===== src/design/ttr_pkg.sv =====
// Shared types and constants of the transposition table block.
`default_nettype none

package ttr_pkg;

    typedef enum logic [1:0] {
        FUNC_PROBE = 2'd0,
        FUNC_STORE = 2'd1,
        FUNC_NEW_SEARCH = 2'd2,
        FUNC_CLEAR = 2'd3
    } ttr_func_t;

    localparam int KEY_W = 64;
    localparam int MOVE_W = 16;
    localparam int SCORE_W = 16;
    localparam int DEPTH_W = 8;
    localparam int BOUND_W = 2;
    localparam int PLY_W = 8;
    localparam int AGE_W = 8;

    localparam int PAYLOAD_W = MOVE_W + SCORE_W + DEPTH_W + BOUND_W + AGE_W;
    localparam int ENTRY_W = KEY_W + PAYLOAD_W;

    localparam int S_TDATA_W = 120;
    localparam int M_TDATA_W = 56;

    localparam logic signed [17:0] MATE_EDGE = 18'sd29000;
    localparam logic signed [17:0] SCORE_MAX = 18'sd32767;
    localparam logic signed [17:0] SCORE_MIN = -18'sd32768;

    typedef struct packed {
        logic read_en;
        logic commit;
        logic sweep;
    } ttr_cmd_t;

    typedef struct packed {
        logic out_free;
        logic sweep_last;
    } ttr_sts_t;

endpackage

`default_nettype wire


===== src/design/ttr_ctrl.sv =====
// Controller state machine of the transposition table block.
`default_nettype none

module ttr_ctrl (
    input  wire logic             aclk,
    input  wire logic             aresetn,
    input  wire logic             s_tvalid,
    input  wire logic [1:0]       s_tuser,
    output logic                  s_tready,
    output ttr_pkg::ttr_cmd_t     cmd,
    input  wire ttr_pkg::ttr_sts_t sts
);

    typedef enum logic [1:0] {
        ST_INIT,
        ST_IDLE,
        ST_EXEC,
        ST_WIPE
    } state_t;

    state_t state_reg, state_next;
    logic   ready_reg, ready_next;
    logic   accept;

    assign s_tready = ready_reg;
    assign accept = ready_reg & s_tvalid;

    assign cmd.read_en = accept;
    assign cmd.commit = (state_reg == ST_EXEC) & sts.out_free;
    assign cmd.sweep = (state_reg == ST_INIT) | (state_reg == ST_WIPE);

    always_comb begin
        state_next = state_reg;
        unique case (state_reg)
            ST_INIT: begin
                if (sts.sweep_last) begin
                    state_next = ST_IDLE;
                end
            end
            ST_IDLE: begin
                if (accept) begin
                    if (ttr_pkg::ttr_func_t'(s_tuser) == ttr_pkg::FUNC_CLEAR) begin
                        state_next = ST_WIPE;
                    end else begin
                        state_next = ST_EXEC;
                    end
                end
            end
            ST_EXEC: begin
                if (sts.out_free) begin
                    state_next = ST_IDLE;
                end
            end
            ST_WIPE: begin
                if (sts.sweep_last) begin
                    state_next = ST_EXEC;
                end
            end
            default: state_next = ST_INIT;
        endcase
        ready_next = (state_next == ST_IDLE);
    end

    always_ff @(posedge aclk) begin
        if (!aresetn) begin
            state_reg <= ST_INIT;
            ready_reg <= 1'b0;
        end else begin
            state_reg <= state_next;
            ready_reg <= ready_next;
        end
    end

endmodule

`default_nettype wire


===== config.mk =====
export PLATFORM = sky130hd
export DESIGN_NAME = ttr_ctrl
export DESIGN_NICKNAME = d
export VERILOG_FILES = /design/src/design/ttr_pkg.sv /design/src/design/ttr_ctrl.sv
export SDC_FILE = /design/constraint.sdc
export NUM_CORES = 1
export LEC_CHECK = 0
export BUFFER_PORTS_ARGS = -buffer_cell sky130_fd_sc_hd__buf_4
export CORE_AREA = 4 4 41 43
export CTS_CLUSTER_SIZE = 28
export DETAILED_ROUTE_END_ITERATION = 7
export DIE_AREA = 0 0 45 47
export GPL_TIMING_DRIVEN = 0
export SETUP_SLACK_MARGIN = 0.02
export SLEW_MARGIN = 20
export SYNTH_ARGS = -nofsm -noshare
export SYNTH_HDL_FRONTEND = slang
export SYNTH_SLANG_ARGS = --single-unit

===== constraint.sdc =====
create_clock -name aclk -period 1.4 [get_ports aclk]
set_clock_uncertainty 0.1 [all_clocks]
set_input_delay 0.14 -clock aclk [delete_from_list [all_inputs] [get_ports aclk]]
set_output_delay 0.14 -clock aclk [all_outputs]
set_load 0.1 [all_outputs]

Word-level counts from Yosys, hierarchy flattened. Cells that the tools add are included.

Equal/unequal tests: 5. Muxes and demuxes: 6. Bitwise gates (word level): 3. Reductions and logical operators: 1.

Operators by type and width (number): $mux W2 (4); $pmux W2 S4 (1); $eq A2 B2 Y1 const B (3); $eq A2 B1 Y1 const B (2); $and A1 B1 Y1 (2); $logic_not A2 Y1 (1); $mux W1 (1); $or A1 B1 Y1 (1).

Register bits: 3. Input port bits: 7. Output and inout bits: 4. Word-level logic and storage cells: 17.

Logic depth before layout (Yosys ltp). Gate-level depths: netlist (run 1).

Depth after elaboration: 5. Gate-level depth with buffers: 6. Gate-level depth less buffers: 6.

Worst setup path after synthesis (run 1). Ideal clock, no wire load.

Path kind: register to register. Start: register ready_reg, in the netlist s_tready. End: register ready_reg, in the netlist s_tready. Library setup time: 0.059 ns. Arrival: 1.760 ns. Required time: 1.241 ns. Setup slack: -0.519 ns. Stages on the path, launching flop included: 5. Buffers on the path: 0. Period minus slack after synthesis: 1.919 ns. Cell sequence: dfxtp_1 and4_1 o21ai_1 a221oi_2 and2_1.

Longest elaborated chain between the ends: 4.

Ends and longest elaborated chain: start, declared (RTL line ttr_ctrl.sv:22) `logic ready_reg, ready_next;`; start signal, assigned (RTL line ttr_ctrl.sv:70) `ready_reg <= ready_next;`; $and A1 B1 Y1 (RTL line ttr_ctrl.sv:26) `assign accept = ready_reg & s_tvalid;`; $mux W2 (RTL line ttr_ctrl.sv:41) `if (accept) begin`; $pmux W2 S4 (RTL line ttr_ctrl.sv:34) `unique case (state_reg)`; $eq A2 B1 Y1 (RTL line ttr_ctrl.sv:61) `ready_next = (state_next == ST_IDLE);`.

No other way between the ends. A chain may end at the register's enable or synchronous reset.

==> results of run 1 <==
## cells in the final DEF, fill, tap and decap left out, drive strengths merged
| cell | n |
|---|---|
| a21boi | 1 |
| a21oi | 1 |
| a221oi | 1 |
| a311oi | 1 |
| and2 | 3 |
| and4 | 1 |
| buf | 14 |
| clkbuf | 4 |
| clkinvlp | 1 |
| dfxtp | 3 |
| ha | 5 |
| inv | 4 |
| nand2 | 2 |
| nand3 | 1 |
| nand3b | 1 |
| nor2 | 2 |
| nor3 | 1 |
| o21a | 1 |
| o21ai | 2 |
## per-stage QoR
stage | std cells | power (W) | setup slack, ns | setup TNS (ns)
6_report | 64 | 0.000512 | -0.00708 | -0.00708
5_1_grt | 64 | 0.000548 | -0.0890 | -0.156
4_1_cts | 64 | 0.000506 | -0.00425 | -0.00425
3_5_place_dp | 57 | 0.000303 | -0.143 | -0.148
3_3_place_gp | 57 | 0.000300 | -0.132 | -0.132
2_1_floorplan | 32 | 0.000258 | -0.0340 | -0.0340
## final cells by class
type / count / share of cell area, %
Multi-Input combinational cell: 23 / 45.6
Timing Repair Buffer: 13 / 24.8
Sequential cell: 3 / 14.0
Inverter: 5 / 5.39
Clock buffer: 4 / 5.15
Tap cell: 15 / 3.68
Buffer: 1 / 1.47
## layer usage
layer  GRT usage (%)  vias up
met5               0        -
met4            5.26        0
met3            2.30        0
met2            13.6        9
met1            6.11      122
li1                -      142
## logic make-up after synthesis
logic type	count (synthesis)
simple gates	11
buf+inv	6
compound gates	7
flops	3
fa+ha+maj	5
## power breakdown
| group | switching, W | internal (W) |
|---|---|---|
| logic | 0.000153 | 0.0000964 |
| clock network | 0.0000462 | 0.000107 |
| registers | 0.0000128 | 0.0000966 |
| total | 0.000212 | 0.000300 |
## worst register-to-register path, cell delays in order (launching register included)
cell	delay [ns]
dfxtp_4	0.36
buf_4	0.14
ha_2	0.16
a311oi_2	0.23
a221oi_2	0.11
and2_1	0.16
## path summary, 6_finish.rpt
path                     start  slack, ns           end  cells after the start
setup reg to reg  state_reg[1]       0.03      s_tready                      5
hold reg to reg   state_reg[1]       0.56  state_reg[1]                      4
setup / recovery  state_reg[1]     -0.007        cmd[0]                      4
hold / removal         aresetn       0.05  state_reg[1]                      3
## timing repair
action	in CTS	in global routing
pin swaps	4	5
setup endpoints to repair	5	5
buffers inserted	3	0
resized for setup	17	6
==> summary.txt, run 1 <==
Floorplan
  • Boundary pin count: 11
  • Die area: 2120 µm²
  • DIE WIDTH: 45 µm
  • Die height: ~47 µm
  • CORE AREA: 1300 µm²
  • Placement Rows: 13
  • Starting Density: 20.5%

Layout
  • Footprint of the multi-input gates: about 230 µm²
  • Final Util: between 30% and 40%
  • FF/Latch Area: between 70 and 80 µm²
  • Nets@finish: 62
  • Fraction of layout cells with a size suffix above 1: 69.4%
  • Area grow syn2layout: 91.5%
  • Number of diodes: 0
  • Final instance area: 510 µm²
  • Number of flip-flops in the largest register: 2
  • Number of fillers in the final layout: roughly 160

Timing
  • Tcrit/Tclk final: 101%
  • PnR worst setup slack: -0.00708 ns
  • Slew Limit Headroom: roughly four fifths
  • WHS: 0.0467 ns
  • Setup violators final: 1
  • Final Hold Vio Count: 0
  • Slew @ Worst Pin: 0.280 ns
  • Unrepaired setup endpoints after global routing: yes
  • Fin. max-slew vios: 0
  • F_max: between 700 and 800 MHz
  • Minimum clock period: approximately 1.4 ns

Pwr
  • Max VDD drop: between 400 and 500 µV
  • Leak: 0.215 nW
  • PD cells: about 1000 nW/µm²

Global routing
  • Total Routing Usage GR: 7.10%
  • Largest net degree at the start of global routing: 8
  • Via count of the first global-routing pass: 262
  • First-pass GRT wire length: 1020 µm
  • Initial antenna violation count: 0
  • Grt ovf: 0

Synthesis
  • Mapped cell area: about 270 µm²
  • Mux cell area share after synthesis: 0%
  • Count of flip-flops with a built-in enable after synthesis: 0
  • Simple-Gate Fraction of Synth Area: about 23%
  • Cell count after synthesis: 32
  • Dominant cell type by area after synthesis: ha_1
  • Unique cell type count in the Yosys netlist: 18
  • Synth Flop Type: dfxtp_1
  • Synthesized flop and latch total: 3
  • YS warnings: 0
  • List of most frequent post-synthesis cells: 5 x ha_1, 5 x inv_1, 3 x and2_1, 3 x dfxtp_1
  • Compound-cell area share of the yosys netlist: 21.6%
  • Synth Net Count: 44
  • Post-synthesis xor/xnor area fraction: 0%
  • Share of flip-flops with an asynchronous set or reset: 0%
  • Syn_area_per_cell: 8.33 µm²
  • Post-synthesis sequential area ratio: between 20% and 30%
  • Synth top area cells: ha_1 23%, dfxtp_1 23%, and2_1 7.0%
  • Yosys top cell area share: about a quarter
  • Area share of fa/ha/maj cells after synthesis: a little under a quarter
  • Combinational family with the most area after synthesis: adder cells

Clocking
  • CTS max path bufs: 2
  • Hold_buf cts: 0
  • Clock Latency Late Sink: 0.23 ns
  • CTS Buf Count: 3
  • H-tree depth: 1
  • Clk sink count: 3
  • Clk slew on worst S/H paths: around 0.04 ns
  • TritonCTS clock tree: yes
  • CTS Root Buffer Type: clkbuf_4

Run status
  • Outcome: complete, but fails checks
  • Failing checks: setup timing

Min path
  • Worst min-delay path class: in -> reg

Setup path
  • CP peak stage delay: between 0.3 and 0.4 ns
  • Crit Path Max Fanout: 4
  • Worst path top cell family by delay: flip-flops
  • Critical path launch point type: register
  • Worst Setup Path Type: reg -> out
  • Critical path buffer and inverter count: 3
  • Crit-path cells: inv_4, ha_4, clkinvlp_4, buf_12
  • Worst setup EP type: output port
  • CP arrival: around 1.2 ns
  • CP required: 1.16 ns
  • CP max stage cell: dfxtp_4

Routing
  • First-iteration detailed-routing DRC count: 2
  • Drt total wl: 720 µm
  • Per-cell routed wire length: about 11 µm
  • Metal3 WL: between 50 and 60 µm
  • Via count: between 200 and 300
  • Top Layer Used: met3
  • Post-DRT Antenna Nets: 0
  • DRT met1 WL: ~270 µm
  • DRC: 0
  • Routed vias/inst: 4.27
  • Drt first pass iters: 3
  • Wire length on met2: 390 µm

Place
  • I/O Buffers: 10
  • Routability Congestion: approximately 0.7
  • DP Area: 372 µm²

Job
  • Max cap viols: 0
Power figures use the tool's default switching activity.
==> inputs of run 2 (changes only) <==
Settings changed: SETUP_SLACK_MARGIN 0.02 to 0.5.
==> run 2 against run 1 <==
  * The flow still finishes with violations (setup timing)
  * Die area unchanged
  * Power up 7.1%
  * Non-clock buffer count unchanged
  * Sequential power grew 5%
  * Count of clock-buffer cells in the layout unchanged
  * Highest routed layer unchanged
==> summary.txt, run 2 (synthesis gave the netlist of run 1 again) <==
Setup path
  • FF-to-FF setup slack: 0.01 ns (-0.02 ns)
  • Reg-to-reg critical path startpoint: state_reg[0]
  • Crit Path Max Fanout: 4 (unchanged)
  • Critical path launch point type: register
  • Cells on worst reg2reg path: 6 (+1)
  • CP required: 1.16 ns (about the same)
  • Worst reg2reg endpoint: s_tready
  • Worst setup EP type: output port
  • CP arrival: 1.17 ns (about the same)
  • Worst Setup Path Type: reg -> out

Clocking
  • CTS max path bufs: 2 (unchanged)
  • CTS Root Buffer Type: clkbuf_4
  • Clk sink count: 3 (unchanged)
  • CTS Buf Count: 3 (unchanged)
  • Hold_buf cts: 0 (unchanged)
  • Clk slew on worst S/H paths: 0.04 ns (about the same)
  • TritonCTS clock tree: yes
  • Clock Latency Late Sink: 0.23 ns (about the same)
  • H-tree depth: 1 (unchanged)

Global routing
  • Via count of the first global-routing pass: 300 (+15%)
  • Total Routing Usage GR: 8.51% (+1.4 points)
  • First-pass GRT wire length: 1250 µm (+22%)
  • Grt ovf: 0 (unchanged)
  • Largest net degree at the start of global routing: 7 (-1)
  • Initial antenna violation count: 0 (unchanged)

Layout
  • Nets@finish: 62 (unchanged)
  • Most common cell after layout, fill and taps aside: buf_4
  • Final instance area: 573 µm² (+12%)
  • Number of flip-flops in the largest register: 2 (unchanged)
  • Area grow syn2layout: 115%
  • Number of diodes: 0 (unchanged)
  • Fraction of layout cells with a size suffix above 1: 71.4% (+2.0 points)
  • Commonest non-fill, non-tap cells in the layout: 8 x buf_4, 5 x buf_12, 4 x ha_4
  • Non-Filler Instances: 64 (unchanged)

Place
  • I/O Buffers: 10 (unchanged)
  • Placed Cells incl. Taps: 57 (unchanged)
  • DP Area: 430 µm² (+16%)
  • Routability Congestion: 0.752 (+9.6%)

Pwr
  • Power Total: 0.000548 W (+7.1%)
  • Leak: 0.228 nW (+6.2%)
  • PD cells: 957 nW/µm² (-4.6%)
  • Max VDD drop: 539 µV (+23%)

Timing
  • Slew Limit Headroom: 85.4% (+3.9 points)
  • Final Hold Vio Count: 0 (unchanged)
  • PnR worst setup slack: -0.00762 ns (-0.000535 ns)
  • Fin. max-slew vios: 0 (unchanged)
  • Minimum clock period: 1.41 ns (+0.000535 ns)
  • F_max: 710 MHz (about the same)
  • Total Negative Setup Slacks: -0.00762 ns (-0.000535 ns)
  • Slew @ Worst Pin: 0.219 ns (-0.0606 ns)
  • WHS: 0.0382 ns (-0.00854 ns)
  • Unrepaired setup endpoints after global routing: yes
  • Tcrit/Tclk final: 101% (about the same)
  • Setup violators final: 1 (unchanged)

Job
  • Max cap viols: 0 (unchanged)

Routing
  • Drt total wl: 704 µm (-2.2%)
  • Post-DRT Antenna Nets: 0 (unchanged)
  • Drt first pass iters: 2 (-1)
  • First-iteration detailed-routing DRC count: 3 (+1)
  • DRC: 0 (unchanged)
  • Per-cell routed wire length: 11.0 µm (-2.2%)
  • Routed vias/inst: 4.45 (+4.4%)
  • Via count: 285 (+4.4%)

Floorplan
  • Boundary pin count: 11 (unchanged)
  • DIE WIDTH: 45 µm (unchanged)
  • Die height: 47 µm (unchanged)
  • CORE AREA: 1300 µm² (unchanged)
  • Starting Density: 20.5% (unchanged)
  • Die area: 2120 µm² (unchanged)
  • Placement Rows: 13 (unchanged)

Min path
  • Hold Path Sink: state_reg[1]
  • Worst min-delay path class: in -> reg
  • Hold path start: aresetn
  • Worst hold stages: 3 (unchanged)

Run status
  • Outcome: complete, but fails checks
  • Failing checks: setup timing
-- run 2: worst max path at each step --
stage / start / endpoint / cells after the start
2_1_floorplan: state_reg[0] / s_tready / 6
3_3_place_gp: state_reg[0] / s_tready / 6
3_5_place_dp: state_reg[0] / s_tready / 6
4_1_cts: state_reg[1] / cmd[0] / 4
5_1_grt: state_reg[1] / cmd[0] / 4
6_report: state_reg[1] / cmd[0] / 4
-- run 2: final cells by class --
class | count | area, µm²
well taps | 15 | 18.8
multi-input cells | 23 | 254
fillers | 141 | 728
inverters | 5 | 27.5
flip-flops and latches | 3 | 71.3
repair buffers | 13 | 155
clock buffers | 4 | 26.3
plain buffers | 1 | 20.0
-- run 2: critical path, cell delays in order (launching register included) --
cell and delay (ns):
dfxtp_4 0.38, inv_4 0.05, ha_4 0.26, clkinvlp_4 0.08, buf_12 0.17
-- run 2: layer usage --
layer / part of all wire, % / global-route usage (%) / vias up
met2: 50 / 15.0 / 12
met5: 0 / 0 / -
met3: 9.8 / 5.75 / 0
met4: 0 / 1.75 / 0
met1: 40 / 8.35 / 130
li1: - / - / 143
-- run 2: repair_timing --
item                                    4_1_cts  5_1_grt
hold endpoints to repair                      0        0
resized for setup                            20        3
pin swaps                                     4        2
buffers inserted                              3        0
endpoints found under the setup margin        7        7
-- run 2: power by group --
group	internal, W	switching, W
Clock	0.000107	0.0000473
Combinational	0.000125	0.000156
Sequential	0.0000966	0.0000169
Total	0.000328	0.000220
-- run 2: through the flow --
step | setup slack (ns) | util [%]
after floorplan | 0.0378 | -
after global placement | -0.0318 | 33.1
after detailed placement | -0.0284 | 33.1
after CTS | -0.0198 | 42.8
after global routing | -0.0474 | 44.0
final | -0.00762 | 44.0
